<file path="config.mk">
export PLATFORM = sky130hd
export DESIGN_NAME = sorted_table_binary_search
export DESIGN_NICKNAME = d
export VERILOG_FILES = /design/src/rtl/core/stbs_pkg.sv /design/src/rtl/core/stbs_ram.sv /design/src/rtl/core/stbs_ctrl.sv /design/src/rtl/core/sorted_table_binary_search.sv
export SDC_FILE = /design/constraint.sdc
export NUM_CORES = 2
export LEC_CHECK = 0
export BUFFER_PORTS_ARGS = -buffer_cell sky130_fd_sc_hd__buf_2
export CORE_AREA = 3 3 438 657
export CTS_CLUSTER_DIAMETER = 100
export DETAILED_ROUTE_END_ITERATION = 10
export DIE_AREA = 0 0 441 660
export PLACE_DENSITY = 0.46
export SLEW_MARGIN = 20
export SYNTH_ARGS = -nofsm -noshare
export SYNTH_HDL_FRONTEND = slang
export SYNTH_HIERARCHICAL = 1
export SYNTH_SLANG_ARGS = --single-unit
</file>
<file path="constraint.sdc">
create_clock -name clk -period 15.9 [get_ports clk]
set_clock_uncertainty 0.1 [all_clocks]
set_input_delay 0.795 -clock clk [delete_from_list [all_inputs] [get_ports clk]]
set_output_delay 0.795 -clock clk [all_outputs]
set_load 0.02 [all_outputs]
</file>
<file path="src/rtl/core/stbs_pkg.sv">
// ----------------------------------------------------------------------------
// stbs_pkg
// Shared types and constants of the sorted table search block.
// ----------------------------------------------------------------------------
package stbs_pkg;

	localparam int TABLE_DEPTH = 64;
	localparam int ADDR_W      = $clog2(TABLE_DEPTH);
	localparam int CNT_W       = $clog2(TABLE_DEPTH + 1);
	localparam int WORD_W      = 32;
	localparam int CFG_W       = 7;
	localparam int POS_W       = 6;
	localparam int CMP_W       = (CNT_W > CFG_W) ? CNT_W : CFG_W;

	typedef enum logic {
		OP_WRITE  = 1'b0,
		OP_SEARCH = 1'b1
	} op_t;

	typedef enum logic [1:0] {
		STAT_OK        = 2'd0,
		STAT_NOT_FOUND = 2'd1,
		STAT_DUPLICATE = 2'd2,
		STAT_RANGE     = 2'd3
	} status_t;

	// table memory request from the sequencer
	typedef struct packed {
		logic              re;
		logic [ADDR_W-1:0] raddr;
		logic              we;
		logic [ADDR_W-1:0] waddr;
		logic [WORD_W-1:0] wdata;
	} mem_req_t;

	// entry count clipped to the table depth
	function automatic logic [CNT_W-1:0] sat_count(input logic [CFG_W-1:0] cfg);
		logic [CMP_W-1:0] wide;
		wide = CMP_W'(cfg);
		if (wide > CMP_W'(TABLE_DEPTH)) begin
			return CNT_W'(TABLE_DEPTH);
		end
		return CNT_W'(wide);
	endfunction

endpackage

</file>
<file path="src/rtl/core/stbs_ram.sv">
// ----------------------------------------------------------------------------
// stbs_ram
// Generic single-port-write, single-port-read RAM with registered read data.
// ----------------------------------------------------------------------------
module stbs_ram #(
	parameter int WIDTH = 32,
	parameter int DEPTH = 64
) (
	input  logic                     clk,
	input  logic                     we,
	input  logic [$clog2(DEPTH)-1:0] waddr,
	input  logic [WIDTH-1:0]         wdata,
	input  logic                     re,
	input  logic [$clog2(DEPTH)-1:0] raddr,
	output logic [WIDTH-1:0]         rdata
);

	logic [WIDTH-1:0] mem [DEPTH];

	always_ff @(posedge clk) begin
		if (we) begin
			mem[waddr] <= wdata;
		end
		if (re) begin
			rdata <= mem[raddr];
		end
	end

endmodule

</file>
<file path="src/rtl/core/stbs_ctrl.sv">
// ----------------------------------------------------------------------------
// stbs_ctrl
// Sequencer: duplicate scan and binary search over the table memory, result
// register toward the output stream.
// ----------------------------------------------------------------------------
module stbs_ctrl (
	input  logic                          clk,
	input  logic                          arst_n,
	input  logic [stbs_pkg::CNT_W-1:0]    count,
	input  logic                          in_valid,
	output logic                          in_ready,
	input  stbs_pkg::op_t                 in_op,
	input  logic signed [stbs_pkg::WORD_W-1:0] in_key,
	input  logic [stbs_pkg::POS_W-1:0]    in_pos,
	output stbs_pkg::mem_req_t            mem_req,
	input  logic [stbs_pkg::WORD_W-1:0]   mem_rdata,
	output logic                          out_valid,
	input  logic                          out_ready,
	output stbs_pkg::status_t             out_status,
	output logic [stbs_pkg::POS_W-1:0]    out_index
);
	import stbs_pkg::*;

	typedef enum logic [1:0] {
		S_IDLE,
		S_SCAN,
		S_SRCH,
		S_DONE
	} state_t;

	state_t                   state_q;
	logic signed [WORD_W-1:0] key_q;
	logic [POS_W-1:0]         pos_q;
	logic [ADDR_W-1:0]        idx_q;
	logic [CNT_W-1:0]         lo_q;
	logic [CNT_W-1:0]         hi_q;      // exclusive upper bound
	status_t                  res_stat_q;
	logic [ADDR_W-1:0]        res_idx_q;
	logic                     out_valid_q;
	status_t                  out_stat_q;
	logic [POS_W-1:0]         out_idx_q;

	logic              accept;
	logic              hit;
	logic              less;
	logic              scan_last;
	logic              pos_fits;
	logic [CNT_W-1:0]  nlo;
	logic [CNT_W-1:0]  nhi;
	logic [CNT_W:0]    nsum;
	logic [ADDR_W-1:0] nmid;
	logic [CNT_W:0]    sum0;
	logic [ADDR_W-1:0] mid0;

	assign in_ready  = (state_q == S_IDLE);
	assign accept    = in_valid && in_ready;
	assign hit       = (mem_rdata == key_q);
	assign less      = $signed(mem_rdata) < key_q;
	assign scan_last = (CNT_W'(idx_q) + CNT_W'(1)) == count;
	assign pos_fits  = CMP_W'(pos_q) < CMP_W'(count);

	// next search window after a probe that missed
	assign nlo  = less ? (CNT_W'(idx_q) + CNT_W'(1)) : lo_q;
	assign nhi  = less ? hi_q : CNT_W'(idx_q);
	assign nsum = {1'b0, nlo} + {1'b0, nhi} - (CNT_W + 1)'(1);
	assign nmid = ADDR_W'(nsum >> 1);
	assign sum0 = {1'b0, count} - (CNT_W + 1)'(1);
	assign mid0 = ADDR_W'(sum0 >> 1);

	always_comb begin
		mem_req       = '0;
		mem_req.waddr = ADDR_W'(pos_q);
		mem_req.wdata = key_q;
		unique case (state_q)
			S_IDLE: begin
				if (accept && count != '0) begin
					mem_req.re    = 1'b1;
					mem_req.raddr = (in_op == OP_WRITE) ? '0 : mid0;
				end
			end
			S_SCAN: begin
				if (!hit && !scan_last) begin
					mem_req.re    = 1'b1;
					mem_req.raddr = idx_q + ADDR_W'(1);
				end
				if (!hit && scan_last && pos_fits) begin
					mem_req.we = 1'b1;
				end
			end
			S_SRCH: begin
				if (!hit && nlo < nhi) begin
					mem_req.re    = 1'b1;
					mem_req.raddr = nmid;
				end
			end
			S_DONE: begin
			end
			default: begin
			end
		endcase
	end

	always_ff @(posedge clk or negedge arst_n) begin
		if (!arst_n) begin
			state_q     <= S_IDLE;
			out_valid_q <= 1'b0;
			key_q       <= '0;
			pos_q       <= '0;
			idx_q       <= '0;
			lo_q        <= '0;
			hi_q        <= '0;
			res_stat_q  <= STAT_OK;
			res_idx_q   <= '0;
			out_stat_q  <= STAT_OK;
			out_idx_q   <= '0;
		end else begin
			// in S_DONE the result load below decides the output valid
			if (out_valid_q && out_ready && state_q != S_DONE) begin
				out_valid_q <= 1'b0;
			end
			unique case (state_q)
				S_IDLE: begin
					if (accept) begin
						key_q     <= in_key;
						pos_q     <= in_pos;
						lo_q      <= '0;
						hi_q      <= count;
						res_idx_q <= '0;
						if (count == '0) begin
							res_stat_q <= (in_op == OP_WRITE) ? STAT_RANGE : STAT_NOT_FOUND;
							state_q    <= S_DONE;
						end else if (in_op == OP_WRITE) begin
							idx_q   <= '0;
							state_q <= S_SCAN;
						end else begin
							idx_q   <= mid0;
							state_q <= S_SRCH;
						end
					end
				end
				S_SCAN: begin
					if (hit) begin
						res_stat_q <= STAT_DUPLICATE;
						res_idx_q  <= idx_q;
						state_q    <= S_DONE;
					end else if (scan_last) begin
						res_stat_q <= pos_fits ? STAT_OK : STAT_RANGE;
						state_q    <= S_DONE;
					end else begin
						idx_q <= idx_q + ADDR_W'(1);
					end
				end
				S_SRCH: begin
					if (hit) begin
						res_stat_q <= STAT_OK;
						res_idx_q  <= idx_q;
						state_q    <= S_DONE;
					end else if (nlo < nhi) begin
						lo_q  <= nlo;
						hi_q  <= nhi;
						idx_q <= nmid;
					end else begin
						res_stat_q <= STAT_NOT_FOUND;
						state_q    <= S_DONE;
					end
				end
				S_DONE: begin
					if (!out_valid_q || out_ready) begin
						out_valid_q <= 1'b1;
						out_stat_q  <= res_stat_q;
						out_idx_q   <= POS_W'(res_idx_q);
						state_q     <= S_IDLE;
					end
				end
				default: begin
					state_q <= S_IDLE;
				end
			endcase
		end
	end

	assign out_valid  = out_valid_q;
	assign out_status = out_stat_q;
	assign out_index  = out_idx_q;

	a_no_rw_same_cycle: assert property (@(posedge clk) disable iff (!arst_n)
		!(mem_req.we && mem_req.re))
		else $error("table read and write in the same cycle");

	a_read_in_use: assert property (@(posedge clk) disable iff (!arst_n)
		mem_req.re |-> (CNT_W'(mem_req.raddr) < count))
		else $error("table read beyond entries in use");

	a_write_only_scan_end: assert property (@(posedge clk) disable iff (!arst_n)
		mem_req.we |=> (state_q == S_DONE && res_stat_q == STAT_OK))
		else $error("table write without ok result");

	a_accept_leaves_idle: assert property (@(posedge clk) disable iff (!arst_n)
		accept |=> (state_q != S_IDLE))
		else $error("accepted item left sequencer idle");

endmodule

</file>
<file path="src/rtl/core/sorted_table_binary_search.sv">
// ----------------------------------------------------------------------------
// sorted_table_binary_search
// Table of signed words with duplicate-checked writes and binary search.
// ----------------------------------------------------------------------------
// The table lives in one RAM with a single read port and registered read data,
// and every table read goes through that port one word a cycle.
// A write item scans the entries in use (clipped to the table depth) for a
// duplicate, reading one entry per step from entry 0 (the scan stops at the
// first equal entry), then loads the result into the output register.
// A search item reads one entry per probe of the binary search.
// An empty table answers without a table read. One item is in work at a time; a
// finished result waits in the output register while the next item is taken.
module sorted_table_binary_search (
	input  logic                          clk,
	input  logic                          arst_n,
	input  logic                          cfg_valid,
	output logic                          cfg_ready,
	input  logic [stbs_pkg::CFG_W-1:0]    cfg_data,   // entries_in_use
	input  logic                          s_tvalid,
	output logic                          s_tready,
	input  logic [39:0]                   s_tdata,    // key[31:0], position[37:32]
	input  logic                          s_tuser,    // op
	output logic                          m_tvalid,
	input  logic                          m_tready,
	output logic [7:0]                    m_tdata,    // found_index[5:0]
	output logic [1:0]                    m_tuser     // status
);
	import stbs_pkg::*;

	logic [CFG_W-1:0]  entries_q;
	logic [CNT_W-1:0]  count;
	mem_req_t          mem_req;
	logic [WORD_W-1:0] mem_rdata;
	status_t           out_status;
	logic [POS_W-1:0]  out_index;

	assign cfg_ready = 1'b1;

	always_ff @(posedge clk or negedge arst_n) begin
		if (!arst_n) begin
			entries_q <= '0;
		end else if (cfg_valid && cfg_ready) begin
			entries_q <= cfg_data;
		end
	end

	assign count = sat_count(entries_q);

	stbs_ctrl u_ctrl (
		.clk        (clk),
		.arst_n     (arst_n),
		.count      (count),
		.in_valid   (s_tvalid),
		.in_ready   (s_tready),
		.in_op      (op_t'(s_tuser)),
		.in_key     ($signed(s_tdata[WORD_W-1:0])),
		.in_pos     (s_tdata[WORD_W+POS_W-1:WORD_W]),
		.mem_req    (mem_req),
		.mem_rdata  (mem_rdata),
		.out_valid  (m_tvalid),
		.out_ready  (m_tready),
		.out_status (out_status),
		.out_index  (out_index)
	);

	stbs_ram #(
		.WIDTH (WORD_W),
		.DEPTH (TABLE_DEPTH)
	) u_table (
		.clk   (clk),
		.we    (mem_req.we),
		.waddr (mem_req.waddr),
		.wdata (mem_req.wdata),
		.re    (mem_req.re),
		.raddr (mem_req.raddr),
		.rdata (mem_rdata)
	);

	assign m_tdata = {{(8 - POS_W){1'b0}}, out_index};
	assign m_tuser = out_status;

endmodule
</file>
[After elaboration in Yosys (flattened, before gate mapping)]
Memories as Yosys holds them, arrays and structs flattened. A register that Yosys moved wholly into a read port is not among the register bits.
Cells that the tools add are included.
Widths: inputs -> output; s select.
Word-level totals
  bits in registers: 84
  bits in latches: 0
  RAM bits: 2048
  bits in read-only memories: 0
  input bits: 53
  output and inout bits: 13
  word-level logic and storage cells: 118
  memories: 1
Memory list
  u_table.mem: words 64, bits a word 32, rd ports 1, clocked after Yosys merged registers in 1, write ports 1, RTL line stbs_ram.sv:18  | logic [WIDTH-1:0] mem [DEPTH];
Cells by class
  add/sub/neg operators: 5
  multiply operators: 0
  div/mod/pow operators: 0
  $lt $le $gt $ge: 4
  eq/ne operators: 17
  shift-type cells: 0
  multiplexer cells: 53
  bitwise logic cells: 0
  reductions and logical operators: 26
Operator list (number)
  $mux 7: 13
  $mux 6: 9
  $eq 32x32->1: 1
  $lt 32x32->1: 1
  $mux 2: 16
  $pmux 7 s2: 2
  $pmux 7 s3: 1
  $pmux 6 s3: 1
  $ne 2x2->1 const B: 7
  $sub 7x1->7 const B: 2
  $pmux 6 s2: 1
  $logic_and 1x1->1: 8
  $mux 1: 8
  $pmux 2 s4: 1
  $reduce_and 4->1: 2
  $add 6x1->7 const B: 1
  $add 7x7->7: 1
  $eq 7x7->1: 1
  $gt 7x7->1 const B: 1
  $logic_not 7->1: 1
  $lt 6x7->1: 1
  $lt 7x7->1: 1
  $reduce_and 7->1: 1
  $reduce_bool 7->1: 1
  other kinds (16): 23

[Depth between registers and ports, before layout]
  depth after elaboration: 10
  depth in mapped cells: 32
  gate-level depth less buffers: 25

[By module]
The synthesis kept the hierarchy.
By module, submodules not included
  stbs_ram: instances 1, cells an instance 3324, area an instance 78835.6 µm², sequential area each 62459.9 µm²
  stbs_ctrl: instances 1, cells an instance 557, area an instance 5393.9 µm², sequential area each 1926.8 µm²
  sorted_table_binary_search: instances 1, cells an instance 27, area an instance 362.8 µm², sequential area each 175.2 µm²

[Worst setup path before layout]
OpenSTA, ideal clock, no wires.
  kind: flip-flop to flip-flop
  start point: register u_ctrl.key_q[14]
  end point: register u_table.rdata[10] (read register of u_table.mem), data pin
  arrival time: 6.862 ns
  path slack: 8.681 ns
  stages on the path, launching flop included: 28
  buffers on the path: 5
  period minus slack after synthesis: 7.219 ns
  path through: dfrtp_1 inv_1 ha_1 a21oi_1 nand2_1 a22o_1 or4_1 a21oi_1 mux2i_1 buf_2 mux2i_1 inv_1 ha_1 o2bb2ai_1 nand2_1 o31a_1 o21ai_1 o21ba_4 clkbuf_1 nand3_1 a21oi_1 buf_2 clkbuf_1 clkbuf_1 mux4_2 mux4_2 o22ai_1 nor2_1
RTL lines
  start, declared: RTL line stbs_ctrl.sv:32  | logic signed [WORD_W-1:0] key_q;
  start signal, assigned: RTL line stbs_ctrl.sv:124  | key_q <= in_key;
  end, declared: RTL line stbs_ram.sv:15  | output logic [WIDTH-1:0] rdata

==> results.md <==
* Outcome: complete, no violations
* Die H at 660 um
* TritonCTS clock tree: built
* Initial DRC count at 3,228
* Crit Path Max Fanout at 91
* Die W at 441 um
* GPL Wtd Cong at 0.813
* Reg clk slew, reported paths at 60 ps
* Post-route insts no fill at 8,027
* Worst rel slew slack at 26.1%
* Worst slew pin tran at 1110 ps
* Max Root-Sink Buffers at 4
* Pre-CTS WS at 5970 ps
* RSZ-0062 raised after global routing: no
* Hold Path Class: input pin to flip-flop
* Final instance area at 96,800 um^2
* Worst R2R Path Depth at 27
* Vias in the first global route at 42,600
* H-tree Lvls at 4
* Share of layout cells above drive strength 1 at 28.3%
* Area Growth Syn to Fin at 14.4%
* Final setup viols at 0
* Initial antenna violation count at 12
* Routed via count at 40,500
* Worst setup EP type: flip-flop
* Final period util at 62.1%
* Post-synth EDFFs at 2,080
* CP Data Required Time at 16,360 ps
* Critical path arrival at 10,330 ps
* Final Hold Fails at 0
* Nets at 4,225
* Post-synthesis cell count at 3,908
* Final WS setup at 6030 ps
* Clock Sinks at 2,164
* Fin crit period at 9870 ps
* Syn_area_per_cell at 21.6 um^2
* Post-synthesis async set-or-reset flop share at 3.88%
* Area of the mapped netlist at 84,600 um^2
* R2R Setup Slk at 6030 ps
* Final setup TNS at 0 ps
* Core Box Area at 283,000 um^2
* #FFs+latches synth at 2,164
* Worst-Skew Late Latency at 850 ps
* Vias/cell at 5.04
* DRT Pass-1 Iters at 6
* # rows at 239
* Routed Antenna Nets at 0
* Initial Util at 29.9%
* Drt wl/cell at 30.5 um
* Hold path depth at 2
* Most used DFF post-synth: edfxtp_1
* # DRC at 0
* DIE AREA at 291,000 um^2
* I/O Pins at 66
* Final Max Slew Viols at 0
* Final wirelength at 245,000 um
* Total gr overflow at 0
* Largest net degree at the start of global routing at 100
* Yosys warns at 6
* # port buffers at 60
* Sequential share of the synthesized area at 76.3%
* Type of origin of the critical path: flip-flop
* Total Routing Usage GR at 16.7%
* First-pass GRT wire length at 340,000 um
* Synth cell types at 84
* Setup CP Type: flip-flop to flip-flop
* Max-cap violation count at 0
* CTS buffer count at 207
* Cells after DPL at 7,635
* Placed Area at 90,300 um^2
* Dpl hpwl at 136,000 um
* Fmax at 0.101 GHz
* Clock root cell: clkbuf_16
* Post-CTS setup buffer count at 0
[cell families after synthesis]
| family | synth area share (%) |
|---|---|
| flip-flops | 76.3 |
| multiplexers | 16.5 |
| AND/OR/NAND/NOR | 1.96 |
| AO/OA/AOI/OAI | 2.56 |
| buffers and inverters | 1.54 |
| adder cells (fa/ha/maj) | 0.926 |
| XOR/XNOR | 0.204 |
| other | 0.00888 |
[metrics by stage]
stage	util, %	hold WS (ps)
after floorplan	-	352
after global placement	32.0	362
after detailed placement	32.0	369
after CTS	34.2	16.0
after global routing	34.2	58.5
final	34.3	99.5
[path summary, 6_finish.rpt]
| path | endpoint | start |
|---|---|---|
| min in group asynchronous | u_ctrl/pos_q[5]$_DFFE_PN0P_ | arst_n |
| max | u_table/rdata[27]$_DFFE_PP_ | u_ctrl/key_q[1]$_DFFE_PN0P_ |
| min | u_ctrl/key_q[9]$_DFFE_PN0P_ | s_tdata[9] |
| max reg2reg | u_table/rdata[27]$_DFFE_PP_ | u_ctrl/key_q[1]$_DFFE_PN0P_ |
| min reg2reg | u_ctrl/out_index[5]$_DFFE_PN0P_ | u_ctrl/out_index[5]$_DFFE_PN0P_ |
| max in group asynchronous | u_ctrl/key_q[31]$_DFFE_PN0P_ | arst_n |
[synthesized netlist by cell type (14+ instances only)]
cell	count	share of area, %
edfxtp_1	2080	74
mux4_2	544	14
nor2_1	167	0.74
mux2i_1	102	1.2
a21oi_1	93	0.55
o22ai_1	90	0.67
clkbuf_1	84	0.37
dfrtp_1	84	2.5
nand2_1	68	0.30
inv_1	67	0.30
ha_1	61	0.90
buf_2	59	0.35
mux2_2	47	0.63
buf_4	28	0.25
o221ai_1	28	0.29
buf_1	25	0.11
nor2b_1	22	0.16
nand3_1	21	0.12
a22oi_1	20	0.18
o21ai_0	20	0.12
xnor2_1	14	0.14
[placed cells by master, fill, tap and decap left out, drive strengths merged, types with 6 or more instances in the layout]
cell	n
o22ai	90
clkbuf	260
o21ai	30
nand2b	13
a21oi	95
a311oi	8
bufinv	17
nand3	23
ha	61
diode	21
clkinvlp	6
mux4	544
buf	199
clkinv	85
edfxtp	2080
a21o	6
mux2	57
inv	69
a22oi	20
dfrtp	84
a22o	6
xnor2	14
nor3	13
nand4	8
nor2b	23
nor2	168
o221ai	28
mux2i	102
nand2	68
[critical path: stages (launching register included)]
cell	delay, ps
dfrtp_2	340
buf_4	640
inv_1	110
ha_1	330
nor2b_1	130
o21bai_1	170
a21boi_1	100
or4_1	640
a21oi_1	380
mux2_2	490
mux2i_1	270
inv_1	70
ha_1	330
a21boi_0	140
o21ai_0	180
nand2b_1	140
o22ai_1	180
a21boi_0	160
nor2_1	140
o21ba_4	280
nand3_1	150
a21oi_4	540
buf_12	680
buf_12	580
mux4_2	610
mux4_2	640
o22ai_1	610
nor2_1	110
[state kept, by name, indices dropped and copies added (netlist names)]
register	cells
u_table/mem	2048
u_ctrl/res_idx_q	6
u_ctrl/res_stat_q	2
u_ctrl/state_q	2
u_ctrl/pos_q	6
u_ctrl/out_index	6
entries_q	7
u_ctrl/lo_q	7
u_table/rdata	32
u_ctrl/key_q	32
u_ctrl/out_status	2
u_ctrl/hi_q	7
u_ctrl/idx_q	6
u_ctrl/out_valid	1
[routing by layer]
metal / share of wire (%) / global-route usage [%]
met5: 0.0029 / 0
met2: 54 / 31.1
met3: 3.9 / 1.85
met4: 4.4 / 6.42
met1: 37 / 19.4
[timing repair]
| action | 4_1_cts | 5_1_grt |
|---|---|---|
| resized for setup | 0 | 0 |
| hold buffers | 1 | 0 |
| endpoints found under the hold margin | 41 | 0 |
[area by class of cell]
cell class,instances,area [um^2]
fill,26500,186000
sequential,2164,64600
multi-input combinational,1470,19300
clock buffer,260,5480
tap,3735,4670
timing repair buffer,200,1490
clock inverter,110,947
inverter,67,251
antenna,21,52.6
Power is left out: the tool's default activity adds up to more than one toggle a clock period on the data nets, which glitch-free logic cannot reach.
